**config.mk**
```make
export PLATFORM = sky130hd
export DESIGN_NAME = semaphore_blocked_queue_table_unit
export DESIGN_NICKNAME = d
export VERILOG_FILES = /design/src/rtl/core/sbq_pkg.sv /design/src/rtl/core/sbq_ctrl.sv /design/src/rtl/core/sbq_dpath.sv /design/src/rtl/core/semaphore_blocked_queue_table_unit.sv
export SDC_FILE = /design/constraint.sdc
export NUM_CORES = 2
export LEC_CHECK = 0
export ABC_AREA = 1
export BUFFER_PORTS_ARGS = -buffer_cell sky130_fd_sc_hd__buf_2
export CAP_MARGIN = 5
export CORE_ASPECT_RATIO = 0.75
export CORE_MARGIN = 1.5
export CORE_UTILIZATION = 50
export DETAILED_ROUTE_END_ITERATION = 6
export GPL_TIMING_DRIVEN = 0
export MAX_ROUTING_LAYER = met4
export PLACE_DENSITY = 0.65
export SLEW_MARGIN = 30
export SYNTH_ARGS = -nofsm -noshare
export SYNTH_HDL_FRONTEND = slang
export SYNTH_SLANG_ARGS = --single-unit
```
**constraint.sdc**
```tcl
create_clock -name clk -period 5.4 [get_ports clk]
set_input_delay 1.08 -clock clk [delete_from_list [all_inputs] [get_ports clk]]
set_output_delay 1.08 -clock clk [all_outputs]
set_load 0.02 [all_outputs]
```
**src/rtl/core/sbq_pkg.sv**
```systemverilog
// Shared types and constants for the semaphore blocked-queue table.
// Used by the controller, the datapath and the top level; depends on nothing.
`default_nettype none

package sbq_pkg;

    localparam int MAX_ENTRIES = 32;
    localparam int KEY_BITS    = 32;
    localparam int PROC_W      = 5;
    localparam int NPROC       = 1 << PROC_W;
    localparam int DIDX_W      = (MAX_ENTRIES > 1) ? $clog2(MAX_ENTRIES) : 1;

    typedef logic [KEY_BITS-1:0] key_t;
    typedef logic [DIDX_W-1:0]   didx_t;
    typedef logic [PROC_W-1:0]   pidx_t;

    typedef enum logic [1:0] {
        ACT_BLOCK  = 2'd0,
        ACT_RMHEAD = 2'd1,
        ACT_RMPROC = 2'd2,
        ACT_PEEK   = 2'd3
    } action_t;

    typedef enum logic [1:0] {
        ST_OK       = 2'd0,
        ST_FULL     = 2'd1,
        ST_NOTFOUND = 2'd2,
        ST_NULL     = 2'd3
    } status_t;

    typedef enum logic [3:0] {
        S_IDLE,
        S_DECODE,
        S_SCAN,
        S_RESOLVE,
        S_HEAD,
        S_APPEND,
        S_NEWD,
        S_UNLINK,
        S_OUT
    } state_t;

    typedef struct packed {
        logic    load_in;
        logic    load_pdesc;
        logic    scan_clr;
        logic    scan_step;
        logic    load_head;
        logic    do_append;
        logic    do_newd;
        logic    do_unlink;
        logic    res_load;
        logic    res_valid;
        status_t res_status;
    } cmd_t;

    typedef struct packed {
        action_t act;
        logic    key_zero;
        logic    blocked;
        logic    scan_hit;
        logic    scan_last;
        logic    found;
        logic    free_found;
    } sts_t;

endpackage

`default_nettype wire

```
**src/rtl/core/sbq_ctrl.sv**
```systemverilog
// Controller state machine for the semaphore blocked-queue table.
// Depends on sbq_pkg; drives commands to sbq_dpath and reads its status.
`default_nettype none

module sbq_ctrl
    import sbq_pkg::*;
(
    input  wire logic clk,
    input  wire logic rst_n,
    input  wire logic in_valid,
    output logic      in_stall,
    output logic      out_valid,
    input  wire logic out_stall,
    input  wire sts_t sts,
    output cmd_t      cmd
);

    state_t state_reg;
    state_t state_next;

    always_ff @(posedge clk or negedge rst_n)
    begin
        if (!rst_n)
        begin
            state_reg <= S_IDLE;
        end
        else
        begin
            state_reg <= state_next;
        end
    end

    always_comb
    begin
        state_next = state_reg;
        case (state_reg)
            S_IDLE:
            begin
                if (in_valid)
                begin
                    state_next = S_DECODE;
                end
            end
            S_DECODE:
            begin
                if (sts.act == ACT_RMPROC)
                begin
                    state_next = sts.blocked ? S_UNLINK : S_OUT;
                end
                else if (sts.key_zero || (sts.act == ACT_BLOCK && sts.blocked))
                begin
                    state_next = S_OUT;
                end
                else
                begin
                    state_next = S_SCAN;
                end
            end
            S_SCAN:
            begin
                if (sts.scan_hit || sts.scan_last)
                begin
                    state_next = S_RESOLVE;
                end
            end
            S_RESOLVE:
            begin
                if (sts.act == ACT_BLOCK)
                begin
                    if (sts.found)
                    begin
                        state_next = S_APPEND;
                    end
                    else if (sts.free_found)
                    begin
                        state_next = S_NEWD;
                    end
                    else
                    begin
                        state_next = S_OUT;
                    end
                end
                else
                begin
                    state_next = sts.found ? S_HEAD : S_OUT;
                end
            end
            S_HEAD:
            begin
                state_next = (sts.act == ACT_PEEK) ? S_OUT : S_UNLINK;
            end
            S_APPEND, S_NEWD, S_UNLINK:
            begin
                state_next = S_OUT;
            end
            S_OUT:
            begin
                if (!out_stall)
                begin
                    state_next = S_IDLE;
                end
            end
            default:
            begin
                state_next = S_IDLE;
            end
        endcase
    end

    always_comb
    begin
        cmd       = '0;
        in_stall  = 1'b1;
        out_valid = 1'b0;
        case (state_reg)
            S_IDLE:
            begin
                in_stall    = 1'b0;
                cmd.load_in = in_valid;
            end
            S_DECODE:
            begin
                if (sts.act == ACT_RMPROC)
                begin
                    if (sts.blocked)
                    begin
                        cmd.load_pdesc = 1'b1;
                    end
                    else
                    begin
                        cmd.res_load   = 1'b1;
                        cmd.res_status = ST_NOTFOUND;
                    end
                end
                else if (sts.key_zero)
                begin
                    cmd.res_load   = 1'b1;
                    cmd.res_status = ST_NULL;
                end
                else if (sts.act == ACT_BLOCK && sts.blocked)
                begin
                    cmd.res_load   = 1'b1;
                    cmd.res_status = ST_NOTFOUND;
                end
                else
                begin
                    cmd.scan_clr = 1'b1;
                end
            end
            S_SCAN:
            begin
                cmd.scan_step = 1'b1;
            end
            S_RESOLVE:
            begin
                if (sts.act == ACT_BLOCK)
                begin
                    if (!sts.found && !sts.free_found)
                    begin
                        cmd.res_load   = 1'b1;
                        cmd.res_status = ST_FULL;
                    end
                end
                else if (sts.found)
                begin
                    cmd.load_head = 1'b1;
                end
                else
                begin
                    cmd.res_load   = 1'b1;
                    cmd.res_status = ST_NOTFOUND;
                end
            end
            S_HEAD:
            begin
                if (sts.act == ACT_PEEK)
                begin
                    cmd.res_load   = 1'b1;
                    cmd.res_valid  = 1'b1;
                    cmd.res_status = ST_OK;
                end
            end
            S_APPEND:
            begin
                cmd.do_append  = 1'b1;
                cmd.res_load   = 1'b1;
                cmd.res_status = ST_OK;
            end
            S_NEWD:
            begin
                cmd.do_newd    = 1'b1;
                cmd.res_load   = 1'b1;
                cmd.res_status = ST_OK;
            end
            S_UNLINK:
            begin
                cmd.do_unlink  = 1'b1;
                cmd.res_load   = 1'b1;
                cmd.res_valid  = 1'b1;
                cmd.res_status = ST_OK;
            end
            S_OUT:
            begin
                out_valid = 1'b1;
            end
            default:
            begin
                in_stall = 1'b1;
            end
        endcase
    end

endmodule

`default_nettype wire

```
**src/rtl/core/sbq_dpath.sv**
```systemverilog
// Datapath for the semaphore blocked-queue table: descriptor table, process
// links, the key scan and the result register. Depends on sbq_pkg.
`default_nettype none

module sbq_dpath
    import sbq_pkg::*;
(
    input  wire logic        clk,
    input  wire logic        rst_n,
    input  wire logic [1:0]  action,
    input  wire logic [31:0] sem_key,
    input  wire logic [4:0]  proc_id,
    input  wire cmd_t        cmd,
    output sts_t             sts,
    output logic [4:0]       proc_out,
    output logic             proc_valid,
    output logic [1:0]       status
);

    action_t act_reg;
    key_t    key_reg;
    pidx_t   p_reg;
    didx_t   d_reg;
    didx_t   idx_reg;
    logic    found_reg;
    logic    free_reg;
    didx_t   free_idx_reg;

    key_t    dkey_reg [MAX_ENTRIES];
    pidx_t   head_reg [MAX_ENTRIES];
    pidx_t   tail_reg [MAX_ENTRIES];
    logic [MAX_ENTRIES-1:0] in_use_reg;

    pidx_t   fwd_reg   [NPROC];
    pidx_t   bwd_reg   [NPROC];
    didx_t   pdesc_reg [NPROC];
    logic [NPROC-1:0] blocked_reg;

    pidx_t   pout_reg;
    logic    pvalid_reg;
    status_t status_reg;

    pidx_t h;
    pidx_t t;
    pidx_t nx;
    pidx_t pv;
    logic  hit;

    assign h   = head_reg[d_reg];
    assign t   = tail_reg[d_reg];
    assign nx  = fwd_reg[p_reg];
    assign pv  = bwd_reg[p_reg];
    assign hit = in_use_reg[idx_reg] && (dkey_reg[idx_reg] == key_reg);

    assign sts.act        = act_reg;
    assign sts.key_zero   = (key_reg == '0);
    assign sts.blocked    = blocked_reg[p_reg];
    assign sts.scan_hit   = hit;
    assign sts.scan_last  = (idx_reg == DIDX_W'(MAX_ENTRIES - 1));
    assign sts.found      = found_reg;
    assign sts.free_found = free_reg;

    assign proc_out   = pout_reg;
    assign proc_valid = pvalid_reg;
    assign status     = status_reg;

    always_ff @(posedge clk or negedge rst_n)
    begin
        if (!rst_n)
        begin
            in_use_reg  <= '0;
            blocked_reg <= '0;
        end
        else
        begin
            if (cmd.do_newd)
            begin
                in_use_reg[free_idx_reg] <= 1'b1;
                blocked_reg[p_reg]       <= 1'b1;
            end
            if (cmd.do_append)
            begin
                blocked_reg[p_reg] <= 1'b1;
            end
            if (cmd.do_unlink)
            begin
                blocked_reg[p_reg] <= 1'b0;
                // The last waiter leaving frees the descriptor.
                if (h == p_reg && t == p_reg)
                begin
                    in_use_reg[d_reg] <= 1'b0;
                end
            end
        end
    end

    always_ff @(posedge clk)
    begin
        if (cmd.load_in)
        begin
            act_reg <= action_t'(action);
            key_reg <= key_t'(sem_key);
            p_reg   <= proc_id;
        end
        if (cmd.load_pdesc)
        begin
            d_reg <= pdesc_reg[p_reg];
        end
        if (cmd.scan_clr)
        begin
            idx_reg   <= '0;
            found_reg <= 1'b0;
            free_reg  <= 1'b0;
        end
        if (cmd.scan_step)
        begin
            if (hit)
            begin
                found_reg <= 1'b1;
                d_reg     <= idx_reg;
            end
            if (!in_use_reg[idx_reg] && !free_reg)
            begin
                free_reg     <= 1'b1;
                free_idx_reg <= idx_reg;
            end
            idx_reg <= idx_reg + DIDX_W'(1);
        end
        if (cmd.load_head)
        begin
            p_reg <= h;
        end
        if (cmd.do_append)
        begin
            fwd_reg[t]       <= p_reg;
            bwd_reg[p_reg]   <= t;
            tail_reg[d_reg]  <= p_reg;
            pdesc_reg[p_reg] <= d_reg;
        end
        if (cmd.do_newd)
        begin
            dkey_reg[free_idx_reg] <= key_reg;
            head_reg[free_idx_reg] <= p_reg;
            tail_reg[free_idx_reg] <= p_reg;
            pdesc_reg[p_reg]       <= free_idx_reg;
        end
        if (cmd.do_unlink)
        begin
            if (h == p_reg && t == p_reg)
            begin
                head_reg[d_reg] <= h;
            end
            else if (h == p_reg)
            begin
                head_reg[d_reg] <= nx;
            end
            else if (t == p_reg)
            begin
                tail_reg[d_reg] <= pv;
            end
            else
            begin
                fwd_reg[pv] <= nx;
                bwd_reg[nx] <= pv;
            end
        end
        if (cmd.res_load)
        begin
            pout_reg   <= cmd.res_valid ? p_reg : '0;
            pvalid_reg <= cmd.res_valid;
            status_reg <= cmd.res_status;
        end
    end

    a_newd_marks_used: assert property (@(posedge clk) disable iff (!rst_n)
        cmd.do_newd |=> in_use_reg[$past(free_idx_reg)])
        else $error("new descriptor not marked in use");

    a_append_needs_match: assert property (@(posedge clk) disable iff (!rst_n)
        cmd.do_append |-> (found_reg && in_use_reg[d_reg]))
        else $error("append without a matching descriptor");

    a_unlink_needs_blocked: assert property (@(posedge clk) disable iff (!rst_n)
        cmd.do_unlink |-> (blocked_reg[p_reg] && in_use_reg[d_reg]))
        else $error("unlink of a process that is not queued");

endmodule

`default_nettype wire

```
**src/rtl/core/semaphore_blocked_queue_table_unit.sv**
```systemverilog
// Top level of the semaphore blocked-queue table.
// Depends on sbq_pkg, sbq_ctrl and sbq_dpath.
//
//  Channel | Handshake           | Beat fields
//  --------+---------------------+------------------------------
//  input   | in_valid / in_stall | action, sem_key, proc_id
//  output  | out_valid/out_stall | proc_out, proc_valid, status
//
// One beat is taken at a time; a new one can be accepted from the cycle after
// the result beat leaves. An early rejection goes from decode straight to the
// result; when the key scan runs, it compares one key per cycle and stops at
// a hit or at the last descriptor. Reset is asynchronous, active low, and frees
// every descriptor at once. A stalled result holds its beat.
`default_nettype none

module semaphore_blocked_queue_table_unit
    import sbq_pkg::*;
(
    input  wire logic        clk,
    input  wire logic        rst_n,
    input  wire logic        in_valid,
    output logic             in_stall,
    input  wire logic [1:0]  action,
    input  wire logic [31:0] sem_key,
    input  wire logic [4:0]  proc_id,
    output logic             out_valid,
    input  wire logic        out_stall,
    output logic [4:0]       proc_out,
    output logic             proc_valid,
    output logic [1:0]       status
);

    cmd_t cmd;
    sts_t sts;

    sbq_ctrl u_ctrl (
        .clk       (clk),
        .rst_n     (rst_n),
        .in_valid  (in_valid),
        .in_stall  (in_stall),
        .out_valid (out_valid),
        .out_stall (out_stall),
        .sts       (sts),
        .cmd       (cmd)
    );

    sbq_dpath u_dpath (
        .clk        (clk),
        .rst_n      (rst_n),
        .action     (action),
        .sem_key    (sem_key),
        .proc_id    (proc_id),
        .cmd        (cmd),
        .sts        (sts),
        .proc_out   (proc_out),
        .proc_valid (proc_valid),
        .status     (status)
    );

endmodule

`default_nettype wire

```
Word level (Yosys, flattened, before mapping). Memories as Yosys holds them, arrays and structs flattened. A register that Yosys moved wholly into a read port is not among the register bits. Cells that the tools add are included.

Bitwise operators: 10. Reduce and logical (&&, ||, !) cells: 25. Mux-type cells: 115. $add $sub $neg: 1. Magnitude comparators: 7. Eq/ne operators: 17.

Operator list (number): $mux W32 (6); $mux W5 (22); $or A32 B32 Y32 (3); $and A32 B32 Y32 (2); $not A32 Y32 (2); $mux W1 (59); $mux W4 (12); $eq A32 B32 Y1 (1); $logic_not A32 Y1 (1); $pmux W4 S7 (1); $lt A5 B6 Y1 const B (4); $reduce_or A5 Y1 (4); $eq A4 B3 Y1 const B (4); $demux W1 S5 (3); $ge A5 B1 Y1 const B (3); $mux W2 (7); $bmux W1 S5 (2); $eq A5 B5 Y1 (2); $eq A4 B2 Y1 const B (2); $logic_and A1 B1 Y1 (8); $pmux W2 S3 (1); $add A5 B1 Y5 const B (1); $eq A5 B5 Y1 const B (1); $eq A2 B2 Y1 const B (2); other kinds (15) (22).

Memories: 6. Logic and storage cells: 195. Flip-flop bits (word level): 132. Output and inout port bits: 10. Bits of input ports: 43. Bits in writable memories: 1824.

Memories: u_dpath.dkey_reg (depth 32, bits a word 32, rd ports 1, clocked after memory_dff 1, write ports 1, line sbq_dpath.sv:29) `key_t dkey_reg [MAX_ENTRIES];`; u_dpath.bwd_reg (depth 32, bits a word 5, rd ports 1, clocked after memory_dff 1, write ports 1, line sbq_dpath.sv:35) `pidx_t bwd_reg [NPROC];`; u_dpath.fwd_reg (depth 32, bits a word 5, rd ports 1, clocked after memory_dff 1, write ports 1, line sbq_dpath.sv:34) `pidx_t fwd_reg [NPROC];`; u_dpath.head_reg (depth 32, bits a word 5, rd ports 1, clocked after memory_dff 1, write ports 1, line sbq_dpath.sv:30) `pidx_t head_reg [MAX_ENTRIES];`; u_dpath.pdesc_reg (depth 32, bits a word 5, rd ports 1, clocked after memory_dff 1, write ports 1, line sbq_dpath.sv:36) `didx_t pdesc_reg [NPROC];`; u_dpath.tail_reg (depth 32, bits a word 5, rd ports 1, clocked after memory_dff 1, write ports 1, line sbq_dpath.sv:31) `pidx_t tail_reg [MAX_ENTRIES];`.

Depth between registers and ports, before layout.
Word-level depth: 10. Depth in mapped cells: 22. Depth with buffers taken out: 19.

Modules after synthesis. A second synthesis with hierarchy kept.

Cell total of the unflattened synthesis: 9145. Area, all modules: 90177.7 um^2.

Modules (own cells, without submodules): sbq_dpath (cells an instance 9069, sequential area each 58426.0 um^2, instances 1, area each 89754.8 um^2); sbq_ctrl (cells an instance 76, sequential area each 100.1 um^2, instances 1, area each 422.9 um^2).

Worst setup path before layout. No wires, ideal clock.

Path kind: reg2reg. From: register u_dpath.d_reg[1] (netlist name). To: memory u_dpath.tail_reg[0][0] (netlist name) (data pin). Library setup time: 454 ps. Buffers on the path: 5. Arrival: 3361 ps. Data required time: 4946 ps. Path slack: 1585 ps. Period minus slack after synthesis: 3815 ps. Cell stages (with the launch flop): 21. Cells stage by stage: dfxtp_1 -> buf_4 -> inv_4 -> nor2_4 -> buf_6 -> buf_2 -> nand2_1 -> nand4_1 -> nand2_1 -> nand2_1 -> nor2_1 -> nand2_1 -> nand2_1 -> nand2_1 -> nor2_1 -> nand3_2 -> buf_6 -> inv_2 -> nand3_1 -> clkbuf_1 -> o21ai_0.

RTL lines (line): end: declaration (sbq_dpath.sv:31).

==> flow_summary.toml <==
[status]
status = "finished with violations"
failed_checks = "negative setup slack"

[global_route]
grt_pass1_wl_mm = 383
grt_use_total_pct = 33.6
gr-total-overflow = 0
antenna_found_initial = 3
grt_pass1_vias = 54200
grt_max_degree = 41

[drt]
drc_errors = 0
num_vias = 59600
routed_via_density = 6.25
dr.pass1.iters = 6
wl_mm = 269
ant_nets = 0
routedWlPerCell_um = 28.2
drtIter0Drc = 10400

[placed_design]
pre_cts_slack_ps = 171
gp_congestion = 0.985
place_area_um2 = 87200
port_buffers = 52
dp_hpwl_mm = 183

[cts]
htreeDepth = 4
clock_path_buffers = 3
cts_tree = "yes"
cts_setup_buffers = 0
cts_sinks = 1966
ctsRootBufferMaster = "clkbuf_16"
cts_resized = 0
clk_pin_slew_worst_paths_ps = 70
numCtsBuffers = 186
hold_buffers = 0
clk_latency_ps = 850

[power_and_ir_drop]
power_frac_clock_pct = 28.7
worst_ir_drop_vdd_uv = 298
p_leak_nw = 32.7
p_sw_share_pct = 37.9
fin_total_pwr_mw = 45.4
combPwrFrac_pct = 32.1
p_int_mw = 28.2
seq_power_share_pct = 39.2
power.net_switching_mw = 17.2
pwr_density_cell_nw_per_um2 = 487

[logic_synthesis]
netlist_area_um2 = 80400
synth_flop_cell = "edfxtp_1"
yosysSeqAreaShare_pct = 72.8
syn_nets = 6890
async_reset_ff_share_pct = 3.46
synthXorXnorAreaFrac_pct = 0.0436
synth_mux_area_share_pct = 0
synth_fa_ha_area_share_pct = 0.0311
ys_warn_count = 0
synth_edf_count = 1881
synthCells = 6845
synth_cell_types = 44
synth_compound_area_share_pct = 4.85
avgSynthCellArea_um2 = 11.7
synth_top_family_by_area = "simple AND/OR/NAND/NOR gates"
yosys.area_share.simple_pct = 19.4
ys_seq_elements = 1966

[timing]
hold_ws_ps = 180
achievable-frequency_mhz = 185
fin_crit_sh_pct = 100
fin_crit_ps = 5400
finalSetupViolations = 1
maxSlewHeadroom_pct = 21.9
fin_ws_ps = -0.731
tightestPinTransition_ps = 1170
finalHoldViolCount = 0
fin_skew_ps = 33.8
finalMaxSlewViolations = 0

[floorplan]
die-width_um = 466
rows = 127
io_pins = 53
initial_utilization_pct = 50.4
die-area_um2 = 163000
die-height_um = 350
coreArea_um2 = 160000

[hold_path]
hp-class = "primary input to async pin"

[final_layout]
drive_above_1_share_pct = 10.3
regArea_um2 = 58500
multiInputGateArea_um2 = 20100
final_nets = 7287
fill_cells = 12500
largest_reg_flops = 1024
syn_to_final_growth_pct = 15.9
stdcell_area_um2 = 93200

[run]
max-cap-violations = 0

[worst_setup_path]
required_ps = 5870
end_kind = "register"
cp.arrival_ps = 5870
crit_path_max_fanout = 24
crit_path_start_kind = "register"
critPathKind = "register to register"
-- layout by cell type, fill, tap and decap left out, types with 16 or more instances in the layout --
master	n
nand2_1	1977
edfxtp_1	1881
nand3_1	952
nor2_1	503
o21ai_0	308
clkbuf_1	244
clkbuf_16	191
buf_2	172
inv_1	136
o221ai_1	97
nand4_1	84
buf_16	84
dfrtp_1	68
a21oi_1	59
o22ai_1	56
buf_1	53
clkinv_1	50
a22oi_1	48
nor2_4	35
buf_8	34
buf_6	30
nor3_2	30
a31oi_1	30
clkinv_2	30
nand3b_1	19
dfxtp_1	17
bufinv_16	16
-- kinds of logic after synthesis --
| kind of cell | count (synthesis) |
|---|---|
| AOI/OAI and AO/OA | 646 |
| xor gates and xnor gates | 4 |
| adders and majority gates | 2 |
| buffers and inverters | 564 |
| DFF | 1966 |
| and+or+nand+nor | 3663 |
-- Yosys cell counts (30+ instances only) --
cell type | n | area, um2
inv_1 | 139 | 522
nand4_1 | 84 | 526
nor2_1 | 535 | 2010
o221ai_1 | 97 | 850
a21oi_1 | 59 | 295
o22ai_1 | 56 | 350
nand2_1 | 1987 | 7460
buf_2 | 121 | 606
clkbuf_1 | 219 | 822
buf_1 | 53 | 199
edfxtp_1 | 1881 | 56500
o21ai_0 | 318 | 1590
a22oi_1 | 48 | 360
a31oi_1 | 30 | 188
nand3_1 | 952 | 4760
dfrtp_1 | 68 | 1700
nor3_1 | 35 | 175
-- power groups by stage --
stage	registers (mW)	clock network [mW]	logic, mW
after floorplan	18.2	0	7.55
after global placement	18.5	0	12.8
after detailed placement	18.1	0	13.7
after CTS	17.8	13.0	13.8
after global routing	17.8	13.6	15.3
final	17.8	13.0	14.6
-- worst paths after layout --
path	startpoint	end	slack [ps]	cells after the start
max in group asynchronous	rst_n	u_dpath.in_use_reg[24]	4630	2
min in group clk	sem_key[29]	u_dpath.key_reg[29]	400	1
min	rst_n	u_dpath.blocked_reg[26]	180	1
max	register	u_dpath.fwd_reg[25][2]	-0.7	13
min reg2reg	u_dpath.in_use_reg[11]	u_dpath.in_use_reg[11]	500	2
max reg2reg	register	u_dpath.fwd_reg[25][2]	-0.7	13
-- critical path, cell delays in order (launching register included) --
cell	delay, ps
dfxtp_1	300
clkbuf_1	380
inv_1	210
clkbuf_1	730
clkbuf_2	570
o21ai_0	180
o21ai_0	680
nand2_1	90
o21ai_0	350
nand4_1	210
nand2_2	350
buf_16	240
nand3_1	160
nor2_1	560
-- area by class of cell --
type,instances,area share (%)
antenna,4,0.0107
buffer,408,1.92
clock buffer,234,5.35
clock inverter,107,1.04
inverter,156,0.634
multi-input combinational,4315,21.5
sequential,1966,62.8
tap,2128,2.86
timing repair buffer,209,3.87
-- layer usage --
| layer | track usage [%] | part of all wire [%] | vias to the layer above |
|---|---|---|---|
| li1 | - | - | 25200 |
| met1 | 48.6 | 40 | 29100 |
| met2 | 44.9 | 41 | 4601 |
| met3 | 10.3 | 16 | 615 |
| met4 | 11.1 | 3.6 | 0 |
| met5 | - | 0 | - |
-- metrics by stage --
step,instances,setup TNS (ps),utilization (%)
after floorplan,6845,0,-
after global placement,9025,-1001130,52.2
after detailed placement,9182,0,54.6
after CTS,9523,0,58.3
after global routing,9525,-1670,58.3
final,9527,-0.731,58.3
No activity file was read; power rests on OpenSTA's default activity.
